### src/hw/rtl/pfd_pkg.sv
package pfd_pkg;

    localparam int ERR_W      = 17;
    localparam int DIFF_W     = 18;
    localparam int SUM_W      = 32;
    localparam int DER_W      = 48;
    localparam int ACC_W      = 50;
    localparam int MA_W       = 34;
    localparam int MB_W       = 18;
    localparam int PROD_W     = MA_W + MB_W;
    localparam int CFG_IDX_W  = 3;
    localparam int CFG_DATA_W = 31;

    localparam logic [14:0] OUT_LIMIT_RESET = 15'h7FFF;

    localparam logic [CFG_IDX_W-1:0] REG_PROP_GAIN    = 3'd0;
    localparam logic [CFG_IDX_W-1:0] REG_INTEG_GAIN   = 3'd1;
    localparam logic [CFG_IDX_W-1:0] REG_DERIV_GAIN   = 3'd2;
    localparam logic [CFG_IDX_W-1:0] REG_SMOOTHING    = 3'd3;
    localparam logic [CFG_IDX_W-1:0] REG_INTEG_LIMIT  = 3'd4;
    localparam logic [CFG_IDX_W-1:0] REG_OUTPUT_LIMIT = 3'd5;

    typedef enum logic [3:0] {
        ST_IDLE,
        ST_KD_D,
        ST_T1,
        ST_DLO,
        ST_DHI,
        ST_KP_E,
        ST_KI_I,
        ST_SUM,
        ST_DONE
    } state_t;

    typedef enum logic [2:0] {
        MS_KD_D,
        MS_T1,
        MS_DLO,
        MS_DHI,
        MS_KP_E,
        MS_KI_I
    } mul_sel_t;

    typedef enum logic [2:0] {
        ACC_HOLD,
        ACC_T1,
        ACC_LO,
        ACC_DERIV,
        ACC_ADD
    } acc_op_t;

    typedef struct packed {
        logic     load;
        logic     clear;
        logic     integ_upd;
        mul_sel_t mul_sel;
        acc_op_t  acc_op;
        logic     out_load;
    } cmd_t;

    typedef struct packed {
        logic signed [15:0] prop_gain;
        logic signed [15:0] integ_gain;
        logic signed [15:0] deriv_gain;
        logic [15:0]        smoothing;
        logic [30:0]        integ_limit;
        logic [14:0]        output_limit;
    } cfg_t;

endpackage

### src/hw/rtl/pid_filtered_derivative.sv
// Positional PID controller with a low-pass filtered derivative term. Each input
// transaction is either a compute step (reference, feedback) or a clear command, and
// yields exactly one result transaction (drive, saturated). A compute step goes
// through KD_D, T1, DLO, DHI, KP_E, KI_I and SUM to DONE, where its result is loaded:
// the six products (kd*d, times (1-alpha), two halves of alpha*deriv, kp*e, ki*integ)
// go one after another through a single registered 34x18 multiplier. The controller
// then returns to idle. A clear command goes from idle straight to the done state and
// loads its result there. A new transaction is accepted once the controller is back
// in idle, even while the previous result is still stalled at the output register;
// the following result then waits in the done state while the output stall holds.
// Gains are Q8.8, smoothing is Q0.16, and registers must be written only while the
// block is idle.
module pid_filtered_derivative
(
    input  logic                              clk,
    input  logic                              rst_n,
    input  logic                              cfg_write,
    input  logic [pfd_pkg::CFG_IDX_W-1:0]     cfg_index,
    input  logic [pfd_pkg::CFG_DATA_W-1:0]    cfg_data,
    input  logic                              in_valid,
    output logic                              in_stall,
    input  logic                              operation,
    input  logic signed [15:0]                reference,
    input  logic signed [15:0]                feedback,
    output logic                              out_valid,
    input  logic                              out_stall,
    output logic signed [15:0]                drive,
    output logic                              saturated
);

    pfd_pkg::cfg_t cfg;
    pfd_pkg::cmd_t cmd;

    pfd_regs u_regs
    (
        .clk       (clk),
        .rst_n     (rst_n),
        .cfg_write (cfg_write),
        .cfg_index (cfg_index),
        .cfg_data  (cfg_data),
        .cfg       (cfg)
    );

    pfd_ctrl u_ctrl
    (
        .clk       (clk),
        .rst_n     (rst_n),
        .in_valid  (in_valid),
        .in_stall  (in_stall),
        .operation (operation),
        .out_valid (out_valid),
        .out_stall (out_stall),
        .cmd       (cmd)
    );

    pfd_dp u_dp
    (
        .clk       (clk),
        .rst_n     (rst_n),
        .cmd       (cmd),
        .cfg       (cfg),
        .reference (reference),
        .feedback  (feedback),
        .drive     (drive),
        .saturated (saturated)
    );

endmodule

### src/hw/rtl/pfd_regs.sv
module pfd_regs
(
    input  logic                             clk,
    input  logic                             rst_n,
    input  logic                             cfg_write,
    input  logic [pfd_pkg::CFG_IDX_W-1:0]    cfg_index,
    input  logic [pfd_pkg::CFG_DATA_W-1:0]   cfg_data,
    output pfd_pkg::cfg_t                    cfg
);

    pfd_pkg::cfg_t cfg_reg;

    always_ff @(posedge clk or negedge rst_n)
    begin
        if (!rst_n)
        begin
            cfg_reg.prop_gain    <= '0;
            cfg_reg.integ_gain   <= '0;
            cfg_reg.deriv_gain   <= '0;
            cfg_reg.smoothing    <= '0;
            cfg_reg.integ_limit  <= '0;
            cfg_reg.output_limit <= pfd_pkg::OUT_LIMIT_RESET;
        end
        else if (cfg_write)
        begin
            case (cfg_index)
                pfd_pkg::REG_PROP_GAIN:    cfg_reg.prop_gain    <= cfg_data[15:0];
                pfd_pkg::REG_INTEG_GAIN:   cfg_reg.integ_gain   <= cfg_data[15:0];
                pfd_pkg::REG_DERIV_GAIN:   cfg_reg.deriv_gain   <= cfg_data[15:0];
                pfd_pkg::REG_SMOOTHING:    cfg_reg.smoothing    <= cfg_data[15:0];
                pfd_pkg::REG_INTEG_LIMIT:  cfg_reg.integ_limit  <= cfg_data[30:0];
                pfd_pkg::REG_OUTPUT_LIMIT: cfg_reg.output_limit <= cfg_data[14:0];
                default: ;
            endcase
        end
    end

    assign cfg = cfg_reg;

endmodule

### src/hw/rtl/pfd_ctrl.sv
module pfd_ctrl
(
    input  logic           clk,
    input  logic           rst_n,
    input  logic           in_valid,
    output logic           in_stall,
    input  logic           operation,
    output logic           out_valid,
    input  logic           out_stall,
    output pfd_pkg::cmd_t  cmd
);

    pfd_pkg::state_t state_reg;
    pfd_pkg::state_t state_next;
    logic            out_valid_reg;
    logic            out_valid_next;

    always_ff @(posedge clk or negedge rst_n)
    begin
        if (!rst_n)
        begin
            state_reg     <= pfd_pkg::ST_IDLE;
            out_valid_reg <= 1'b0;
        end
        else
        begin
            state_reg     <= state_next;
            out_valid_reg <= out_valid_next;
        end
    end

    always_comb
    begin
        state_next        = state_reg;
        cmd.load          = 1'b0;
        cmd.clear         = 1'b0;
        cmd.integ_upd     = 1'b0;
        cmd.mul_sel       = pfd_pkg::MS_KD_D;
        cmd.acc_op        = pfd_pkg::ACC_HOLD;
        cmd.out_load      = 1'b0;

        case (state_reg)
            pfd_pkg::ST_IDLE:
            begin
                if (in_valid)
                begin
                    if (operation)
                    begin
                        cmd.clear  = 1'b1;
                        state_next = pfd_pkg::ST_DONE;
                    end
                    else
                    begin
                        cmd.load   = 1'b1;
                        state_next = pfd_pkg::ST_KD_D;
                    end
                end
            end
            pfd_pkg::ST_KD_D:
            begin
                cmd.mul_sel   = pfd_pkg::MS_KD_D;
                cmd.integ_upd = 1'b1;
                state_next    = pfd_pkg::ST_T1;
            end
            pfd_pkg::ST_T1:
            begin
                cmd.mul_sel = pfd_pkg::MS_T1;
                state_next  = pfd_pkg::ST_DLO;
            end
            pfd_pkg::ST_DLO:
            begin
                cmd.mul_sel = pfd_pkg::MS_DLO;
                cmd.acc_op  = pfd_pkg::ACC_T1;
                state_next  = pfd_pkg::ST_DHI;
            end
            pfd_pkg::ST_DHI:
            begin
                cmd.mul_sel = pfd_pkg::MS_DHI;
                cmd.acc_op  = pfd_pkg::ACC_LO;
                state_next  = pfd_pkg::ST_KP_E;
            end
            pfd_pkg::ST_KP_E:
            begin
                cmd.mul_sel = pfd_pkg::MS_KP_E;
                cmd.acc_op  = pfd_pkg::ACC_DERIV;
                state_next  = pfd_pkg::ST_KI_I;
            end
            pfd_pkg::ST_KI_I:
            begin
                cmd.mul_sel = pfd_pkg::MS_KI_I;
                cmd.acc_op  = pfd_pkg::ACC_ADD;
                state_next  = pfd_pkg::ST_SUM;
            end
            pfd_pkg::ST_SUM:
            begin
                cmd.acc_op = pfd_pkg::ACC_ADD;
                state_next = pfd_pkg::ST_DONE;
            end
            pfd_pkg::ST_DONE:
            begin
                // wait here only while the previous result is still stalled
                if (!out_valid_reg || !out_stall)
                begin
                    cmd.out_load = 1'b1;
                    state_next   = pfd_pkg::ST_IDLE;
                end
            end
            default:
            begin
                state_next = pfd_pkg::ST_IDLE;
            end
        endcase
    end

    always_comb
    begin
        if (cmd.out_load)
            out_valid_next = 1'b1;
        else if (!out_stall)
            out_valid_next = 1'b0;
        else
            out_valid_next = out_valid_reg;
    end

    assign in_stall  = (state_reg != pfd_pkg::ST_IDLE);
    assign out_valid = out_valid_reg;

endmodule

### src/hw/rtl/pfd_dp.sv
module pfd_dp
(
    input  logic                clk,
    input  logic                rst_n,
    input  pfd_pkg::cmd_t       cmd,
    input  pfd_pkg::cfg_t       cfg,
    input  logic signed [15:0]  reference,
    input  logic signed [15:0]  feedback,
    output logic signed [15:0]  drive,
    output logic                saturated
);

    localparam int ERR_W  = pfd_pkg::ERR_W;
    localparam int DIFF_W = pfd_pkg::DIFF_W;
    localparam int SUM_W  = pfd_pkg::SUM_W;
    localparam int DER_W  = pfd_pkg::DER_W;
    localparam int ACC_W  = pfd_pkg::ACC_W;
    localparam int MA_W   = pfd_pkg::MA_W;
    localparam int MB_W   = pfd_pkg::MB_W;
    localparam int PROD_W = pfd_pkg::PROD_W;
    localparam int VAL_W  = ACC_W - 8;

    logic signed [ERR_W-1:0]  err_reg;
    logic signed [DIFF_W-1:0] diff_reg;
    logic signed [ERR_W-1:0]  prev_err_reg;
    logic signed [SUM_W-1:0]  err_sum_reg;
    logic signed [SUM_W-1:0]  err_sum_next;
    logic signed [DER_W-1:0]  deriv_reg;
    logic signed [PROD_W-1:0] prod_reg;
    logic signed [PROD_W-1:0] prod_next;
    logic signed [ACC_W-1:0]  acc_reg;
    logic signed [ACC_W-1:0]  acc_next;
    logic signed [15:0]       drive_reg;
    logic signed [15:0]       drive_next;
    logic                     saturated_reg;
    logic                     saturated_next;

    logic signed [ERR_W-1:0]  err_in;
    logic signed [DIFF_W-1:0] diff_in;
    logic signed [MA_W-1:0]   mul_a;
    logic signed [MB_W-1:0]   mul_b;
    logic [16:0]              alpha_cmp;
    logic signed [SUM_W:0]    sum_wide;
    logic signed [SUM_W:0]    lim_wide;
    logic signed [ACC_W-1:0]  deriv_sum;
    logic signed [DER_W-1:0]  deriv_sat;
    logic signed [VAL_W-1:0]  val;
    logic signed [VAL_W-1:0]  olim_wide;

    assign err_in  = {reference[15], reference} - {feedback[15], feedback};
    assign diff_in = {err_in[ERR_W-1], err_in} - {prev_err_reg[ERR_W-1], prev_err_reg};

    // 65536 - alpha, always in 1..65536
    assign alpha_cmp = 17'h10000 - {1'b0, cfg.smoothing};

    // shared multiplier operand select
    always_comb
    begin
        case (cmd.mul_sel)
            pfd_pkg::MS_KD_D:
            begin
                mul_a = {{(MA_W-DIFF_W){diff_reg[DIFF_W-1]}}, diff_reg};
                mul_b = {{(MB_W-16){cfg.deriv_gain[15]}}, cfg.deriv_gain};
            end
            pfd_pkg::MS_T1:
            begin
                mul_a = prod_reg[MA_W-1:0];
                mul_b = {{(MB_W-17){1'b0}}, alpha_cmp};
            end
            pfd_pkg::MS_DLO:
            begin
                mul_a = {{(MA_W-17){1'b0}}, deriv_reg[16:0]};
                mul_b = {{(MB_W-16){1'b0}}, cfg.smoothing};
            end
            pfd_pkg::MS_DHI:
            begin
                mul_a = {{(MA_W-(DER_W-17)){deriv_reg[DER_W-1]}}, deriv_reg[DER_W-1:17]};
                mul_b = {{(MB_W-16){1'b0}}, cfg.smoothing};
            end
            pfd_pkg::MS_KP_E:
            begin
                mul_a = {{(MA_W-ERR_W){err_reg[ERR_W-1]}}, err_reg};
                mul_b = {{(MB_W-16){cfg.prop_gain[15]}}, cfg.prop_gain};
            end
            pfd_pkg::MS_KI_I:
            begin
                mul_a = {{(MA_W-SUM_W){err_sum_reg[SUM_W-1]}}, err_sum_reg};
                mul_b = {{(MB_W-16){cfg.integ_gain[15]}}, cfg.integ_gain};
            end
            default:
            begin
                mul_a = {{(MA_W-DIFF_W){diff_reg[DIFF_W-1]}}, diff_reg};
                mul_b = {{(MB_W-16){cfg.deriv_gain[15]}}, cfg.deriv_gain};
            end
        endcase
    end

    assign prod_next = mul_a * mul_b;

    // integrator with symmetric clamp
    assign sum_wide = {err_sum_reg[SUM_W-1], err_sum_reg}
                    + {{(SUM_W+1-ERR_W){err_reg[ERR_W-1]}}, err_reg};
    assign lim_wide = {2'b00, cfg.integ_limit};

    always_comb
    begin
        if (sum_wide < -lim_wide)
            err_sum_next = -lim_wide[SUM_W-1:0];
        else if (sum_wide > lim_wide)
            err_sum_next = lim_wide[SUM_W-1:0];
        else
            err_sum_next = sum_wide[SUM_W-1:0];
    end

    // a*deriv >> 16 == 2*(a*hi) + (a*lo >> 16) with hi = deriv[47:17], lo = deriv[16:0]
    assign deriv_sum = acc_reg + {prod_reg[DER_W-1], prod_reg[DER_W-1:0], 1'b0};

    always_comb
    begin
        if (deriv_sum[ACC_W-1:DER_W-1] == {(ACC_W-DER_W+1){deriv_sum[ACC_W-1]}})
            deriv_sat = deriv_sum[DER_W-1:0];
        else if (deriv_sum[ACC_W-1])
            deriv_sat = {1'b1, {(DER_W-1){1'b0}}};
        else
            deriv_sat = {1'b0, {(DER_W-1){1'b1}}};
    end

    always_comb
    begin
        case (cmd.acc_op)
            pfd_pkg::ACC_T1:
                acc_next = {{(ACC_W-34){prod_reg[49]}}, prod_reg[49:16]};
            pfd_pkg::ACC_LO:
                acc_next = acc_reg + {{(ACC_W-17){1'b0}}, prod_reg[32:16]};
            pfd_pkg::ACC_DERIV:
                acc_next = {{(ACC_W-DER_W){deriv_sat[DER_W-1]}}, deriv_sat};
            pfd_pkg::ACC_ADD:
                acc_next = acc_reg + prod_reg[ACC_W-1:0];
            default:
                acc_next = acc_reg;
        endcase
    end

    // output shift and clamp
    assign val       = acc_reg[ACC_W-1:8];
    assign olim_wide = {{(VAL_W-15){1'b0}}, cfg.output_limit};

    always_comb
    begin
        if (val > olim_wide)
        begin
            drive_next     = {1'b0, cfg.output_limit};
            saturated_next = 1'b1;
        end
        else if (val < -olim_wide)
        begin
            drive_next     = -{1'b0, cfg.output_limit};
            saturated_next = 1'b1;
        end
        else
        begin
            drive_next     = val[15:0];
            saturated_next = 1'b0;
        end
    end

    always_ff @(posedge clk or negedge rst_n)
    begin
        if (!rst_n)
        begin
            prev_err_reg <= '0;
            err_sum_reg  <= '0;
            deriv_reg    <= '0;
        end
        else if (cmd.clear)
        begin
            prev_err_reg <= '0;
            err_sum_reg  <= '0;
            deriv_reg    <= '0;
        end
        else
        begin
            if (cmd.load)
                prev_err_reg <= err_in;
            if (cmd.integ_upd)
                err_sum_reg <= err_sum_next;
            if (cmd.acc_op == pfd_pkg::ACC_DERIV)
                deriv_reg <= deriv_sat;
        end
    end

    always_ff @(posedge clk)
    begin
        prod_reg <= prod_next;
        if (cmd.load)
        begin
            err_reg  <= err_in;
            diff_reg <= diff_in;
        end
        if (cmd.clear)
            acc_reg <= '0;
        else
            acc_reg <= acc_next;
        if (cmd.out_load)
        begin
            drive_reg     <= drive_next;
            saturated_reg <= saturated_next;
        end
    end

    assign drive     = drive_reg;
    assign saturated = saturated_reg;

endmodule

### config.mk
export PLATFORM = sky130hd
export DESIGN_NAME = pid_filtered_derivative
export DESIGN_NICKNAME = d
export VERILOG_FILES = /design/src/hw/rtl/pfd_pkg.sv /design/src/hw/rtl/pid_filtered_derivative.sv /design/src/hw/rtl/pfd_regs.sv /design/src/hw/rtl/pfd_ctrl.sv /design/src/hw/rtl/pfd_dp.sv
export SDC_FILE = /design/constraint.sdc
export NUM_CORES = 2
export LEC_CHECK = 0
export BUFFER_PORTS_ARGS = -buffer_cell sky130_fd_sc_hd__buf_4
export CAP_MARGIN = 20
export CORE_ASPECT_RATIO = 0.7
export CORE_MARGIN = 3
export CORE_UTILIZATION = 35
export DETAILED_ROUTE_END_ITERATION = 16
export MAX_ROUTING_LAYER = met4
export PLACE_DENSITY = 0.5
export SLEW_MARGIN = 20
export SYNTH_ARGS = -nofsm -noshare
export SYNTH_HDL_FRONTEND = slang
export SYNTH_SLANG_ARGS = --single-unit
### constraint.sdc
create_clock -name clk -period 14.9 [get_ports clk]
set_input_delay 0.745 -clock clk [delete_from_list [all_inputs] [get_ports clk]]
set_output_delay 0.745 -clock clk [all_outputs]
set_load 0.05 [all_outputs]
After elaboration in Yosys (flattened, before gate mapping):

Cells that the tools add are included.
Widths: inputs -> output; s select.

* register bits: 364
* bits of input ports: 72
* output and inout bits: 19
* word-level logic and storage cells: 110

* $add $sub $neg: 11
* multiply operators: 1
* order comparisons: 4
* eq/ne operators: 26
* muxes and demuxes: 31
* reductions and logical operators: 19

Operators with widths (number)
* $pmux 50 s4: 1
* $mux 48: 4
* $pmux 34 s5: 1
* $mux 32: 4
* $add 50x50->50: 2
* $pmux 18 s4: 1
* $add 50x17->50: 1
* $mul 34x18->50: 1
* $gt 42x16->1: 1
* $lt 42x42->1: 1
* $neg 15->42: 1
* $pmux 4 s9: 1
* $mux 17: 2
* $add 32x17->33: 1
* $gt 33x32->1: 1
* $lt 33x33->1: 1
* $neg 31->33: 1
* $neg 31->32: 1
* $eq 3x2->1 const B: 6
* $sub 17x17->18: 1
* $sub 16x16->17: 1
* $sub 17x16->17 const A: 1
* $eq 4x3->1 const B: 4
* $mux 16: 1
* 23 further kinds: 52

Logic depth before layout (Yosys ltp):

* word-level depth: 6
* gate-level depth with buffers: 36
* gate-level depth less buffers: 34

Cells and area by module:

From an unflattened synthesis, not the netlist that was laid out.

* cells, all modules: 5837
* area, all modules: 49969.2 µm²

Modules (own cells, without submodules)
* pfd_dp: times used 1, cells each 5563, area an instance 45408.6 µm², seq. area each 5990.7 µm²
* pfd_regs: times used 1, cells each 237, area an instance 4232.8 µm², seq. area each 2771.4 µm²
* pfd_ctrl: times used 1, cells each 37, area an instance 327.8 µm², seq. area each 125.1 µm²

Worst setup path before layout:

No wires, ideal clock.

* path type: register to register
* start point: reg u_regs.cfg_reg (netlist bit u_regs.cfg[46])
* end point: reg u_dp.prod_reg[48]
* library setup time: 122 ps
* arrival: 8326 ps
* required time: 14778 ps
* slack: 6452 ps
* stages on the path, launching flop included: 33
* buffers on the path: 1
* clock period less this slack: 8448 ps
* cell sequence: dfrtp_1 -> inv_1 -> ha_1 -> nor3b_1 -> nand2_1 -> or2_2 -> nand2b_1 -> o21ai_0 -> nand2_1 -> a41oi_1 -> clkbuf_1 -> nand2_1 -> fa_1 -> inv_1 -> fa_1 -> fa_1 -> fa_1 -> fa_1 -> inv_1 -> fa_1 -> inv_1 -> ha_1 -> a2111oi_0 -> nand2_1 -> o21ai_0 -> a31oi_1 -> a31oi_1 -> o2111ai_1 -> a21oi_1 -> o21bai_1 -> a31oi_2 -> nor3_1 -> a311o_1

* cells in the longest elaborated chain, start to end: 3

Ends and longest elaborated chain
* start, declared: RTL line pfd_regs.sv:11 `pfd_pkg::cfg_t cfg_reg;`
* $sub 17x16->17: RTL line pfd_dp.sv:54 `assign alpha_cmp = 17'h10000 - {1'b0, cfg.smoothing};`
* $pmux 18 s4 (*): RTL line pfd_dp.sv:59 `case (cmd.mul_sel)`
* $mul 34x18->50 (*): RTL line pfd_dp.sv:98 `assign prod_next = mul_a * mul_b;`
* named net u_dp.prod_next[48]: RTL line pfd_dp.sv:30 `logic signed [PROD_W-1:0] prod_next;`
* end signal, assigned: RTL line pfd_dp.sv:194 `prod_reg <= prod_next;`
* end, declared: RTL line pfd_dp.sv:29 `logic signed [PROD_W-1:0] prod_reg;`

The timed path passes the listed nets; every way through them passes the cells marked *.
A chain may end at the register's enable or synchronous reset.

Worst setup path after layout:

* start point: reg u_ctrl.state_reg[1]
* end point: reg u_dp.prod_reg[48]

* cells in the longest elaborated chain, start to end: 6
* elaborated cells on any way between the ends: 15
* classes of those cells: mul: 1; eq/ne: 10; mux: 3; reduce/logical: 1

Ends and longest elaborated chain
* start, declared: RTL line pfd_ctrl.sv:13 `pfd_pkg::state_t state_reg;`
* start signal, assigned: RTL line pfd_ctrl.sv:22 `state_reg <= pfd_pkg::ST_IDLE;`
* start signal, assigned: RTL line pfd_ctrl.sv:27 `state_reg <= state_next;`
* $eq 4x3->1 / $eq 4x2->1 (equally long branches): RTL line pfd_ctrl.sv:42 `case (state_reg)`
* $pmux 3 s5 (*): RTL line pfd_ctrl.sv:42
* $eq 3x2->1: RTL line pfd_dp.sv:59
* $reduce_or 2->1 (no source line)
* $pmux 18 s4: RTL line pfd_dp.sv:59
* $mul 34x18->50 (*): RTL line pfd_dp.sv:98
* named net u_dp.prod_next[48]: RTL line pfd_dp.sv:30

Marks and branches as above.

==> flow_summary.ini <==
[global_route]
grt_usage = 0.2735
grt_pass1_wl_um = 279900
overflow = 0
grt_max_degree = 80
grt_pass1_vias = 39580
antenna_found_initial = 15

[timing]
fin_tns_setup_ns = 0
setup_viol = 0
slew_headroom = 0.2376
hold-worst-slack_ns = 0.03902
slew_viol_final = 0
rsz0062_at_grt = false
max_freq_ghz = 0.09102
clock_skew_ns = 0.05083
period_needed_ns = 10.99
worst_pin_slew_ns = 1.144
fin_crit_sh = 0.7373
worst_slack_ns = 3.914
hold_violations = 0

[yosys]
synth_top_family_by_area = adder cells
synth-compound-area-share = 0.1674
ys_ff_latch = 364
synth_mux_area_frac = 0.02816
synthSimpleGateAreaFrac = 0.1462
yosysTopAreaCell = fa_1
postSynthCellCount = 5602
ys_types = 100
synth-xor-area-share = 0.04398
synth_edf_count = 52
synth_area_leaders = fa_1 24%, ha_1 11%, dfrtp_1 10%
ys_async_sr_fraction = 0.5824
yosysWarnings = 0
syn_nets = 6657
avgSynthCellArea_um2 = 8.597
synth_ff_type = dfrtp_1
synth_fa_ha_area_frac = 0.3452
netlist_area_um2 = 48160
synth_top_area_share = 0.2394
ys_seq_area_frac = 0.1845

[floorplan]
rows = 113
die_x_um = 449.4
ioPinCount = 91
start_util = 0.3537
die_area_um2 = 142200
die_h_um = 316.4
coreArea_um2 = 136200

[placement]
place_ws_ns = 4.067
gp_congestion = 0.9955
placed_area_um2 = 51210
io_buffers = 90
dpl.hpwl_um = 153400

[critical_path]
crit_path_start_kind = register
cp_num_buf_inv = 5
required_ns = 15.42
cp_top_family = adder cells
cpPeakStageDelay_ns = 0.80
r2r_slack_ns = 3.91
crit_fanout = 62
crit_type = reg -> reg
timing.critical_path.slowest_stage_cell = a31oi_1
cp_common_cell = fa_1
worst_r2r_path_depth = 29
end_kind = register
arrival_ns = 11.51
reg2reg_from = u_ctrl.state_reg[1]$_DFFE_PN0P_
r2r-end = u_dp.prod_reg[48]$_DFF_P_

[detailed_routing]
vias = 41660
drt_first_pass_iters = 8
vias_per_cell = 5.563
detail-route-antenna-nets = 0
wl_per_cell_um = 25.57
wl_um = 191500
post-route-drc-count = 0
drt_iter0_drc = 4692

[finish]
largest_register_ff_count = 110
fillers = 13900
drive_gt1_frac = 0.08126
final_area_um2 = 52710
final_nets = 6659
area_growth_pct = 9.438

[clock_tree]
clk_latency_ns = 0.64
cts_root_buf = clkbuf_16
post_cts_buffers = 0
cts_hold_buf = 0
cts.repair.resized = 0
numCtsBuffers = 40
clockBufferDepth = 3
htree_levels = 2
cts_tree = yes
cts.sinks = 364
path_clk_slew_ns = 0.07

[outcome]
status = completed

[flow_run]
max_cap_viol_count = 0

[min_path]
hold_path_class = in -> async
-- synth_stat cells, types with 66 or more instances --
| master | count |
|---|---|
| dfxtp_1 | 100 |
| nand2_1 | 662 |
| fa_1 | 576 |
| nand4_1 | 66 |
| a21o_1 | 181 |
| inv_1 | 821 |
| and3_1 | 72 |
| ha_1 | 407 |
| nor3_1 | 85 |
| nand3_1 | 66 |
| dfrtp_1 | 197 |
| a21oi_1 | 343 |
| mux2_2 | 97 |
| xnor2_1 | 177 |
| o21ai_0 | 280 |
| clkbuf_1 | 207 |
| nor2_1 | 386 |
-- through the flow --
| step | instances | util |
|---|---|---|
| after floorplan | 5602 | - |
| after global placement | 7400 | 0.3761 |
| after detailed placement | 7400 | 0.3761 |
| after CTS | 7474 | 0.3866 |
| after global routing | 7484 | 0.3870 |
| final | 7489 | 0.3871 |
-- worst max path at each step --
| stage | start | endpoint | slack (ns) | cells past startpoint |
|---|---|---|---|---|
| 6_report | u_ctrl.state_reg[1]$_DFFE_PN0P_ | u_dp.prod_reg[48]$_DFF_P_ | 3.91 | 29 |
| 4_1_cts | u_ctrl.state_reg[3]$_DFFE_PN0P_ | u_dp.prod_reg[48]$_DFF_P_ | 4.03 | 30 |
| 2_1_floorplan | u_regs.cfg[46]$_DFFE_PN0P_ | u_dp.prod_reg[48]$_DFF_P_ | 6.45 | 32 |
| 5_1_grt | u_ctrl.state_reg[3]$_DFFE_PN0P_ | u_dp.prod_reg[48]$_DFF_P_ | 3.36 | 29 |
| 3_3_place_gp | u_ctrl.state_reg[3]$_DFFE_PN0P_ | u_dp.prod_reg[48]$_DFF_P_ | 4.14 | 30 |
| 3_5_place_dp | u_ctrl.state_reg[3]$_DFFE_PN0P_ | u_dp.prod_reg[48]$_DFF_P_ | 4.07 | 30 |
-- cells by family (layout without fill, tap and decap cells) --
family	Yosys count	after routing
buffers and inverters	1072	1106
AO/OA/AOI/OAI	1260	1260
XOR/XNOR	241	241
multiplexers	123	123
AND/OR/NAND/NOR	1559	1559
flip-flops	364	364
other	0	13
adder cells (fa/ha/maj)	983	983
-- metal layers --
| metal | GRT usage | routed length (µm) | up-vias |
|---|---|---|---|
| met5 | - | 0 | - |
| met2 | 0.3380 | 69730 | 1949 |
| met1 | 0.4236 | 93600 | 20870 |
| li1 | - | - | 18710 |
| met3 | 0.09166 | 24860 | 134 |
| met4 | 0.04287 | 3264 | 0 |
-- worst register-to-register path: cells and delay by family, from the launching register on --
family | cells | cell delay, ns
AO/OA/AOI/OAI | 10 | 3.55
adder cells (fa/ha/maj) | 7 | 3.55
buffers and inverters | 5 | 1.49
AND/OR/NAND/NOR | 6 | 1.28
flip-flops | 1 | 0.68
multiplexers | 1 | 0.34
-- placed cells by master (no fill, tap or decap), drive strengths merged, types with 52 or more instances in the layout --
cell	count
inv	824
nand2	662
fa	576
ha	407
nor2	387
a21oi	345
o21ai	320
buf	210
dfrtp	197
a21o	181
xnor2	178
dfxtp	100
mux2	97
nor3	87
and3	72
nand3	66
nand4	66
xor2	63
o21a	63
edfxtp	52
clkbuf	52
-- final cells by class --
cell class / instances / area [µm²] / area share
diodes: 13 / 32.53 / 0.0006172
repair buffers: 210 / 1592 / 0.03020
clock buffers: 52 / 1117 / 0.02120
flip-flops and latches: 364 / 8887 / 0.1686
clock inverters: 22 / 309.0 / 0.005863
inverters: 822 / 3085 / 0.05854
multi-input cells: 4166 / 35380 / 0.6713
well taps: 1840 / 2302 / 0.04368
Power is left out: the tool's default activity adds up to more than one toggle a clock period on the data nets, which glitch-free logic cannot reach.
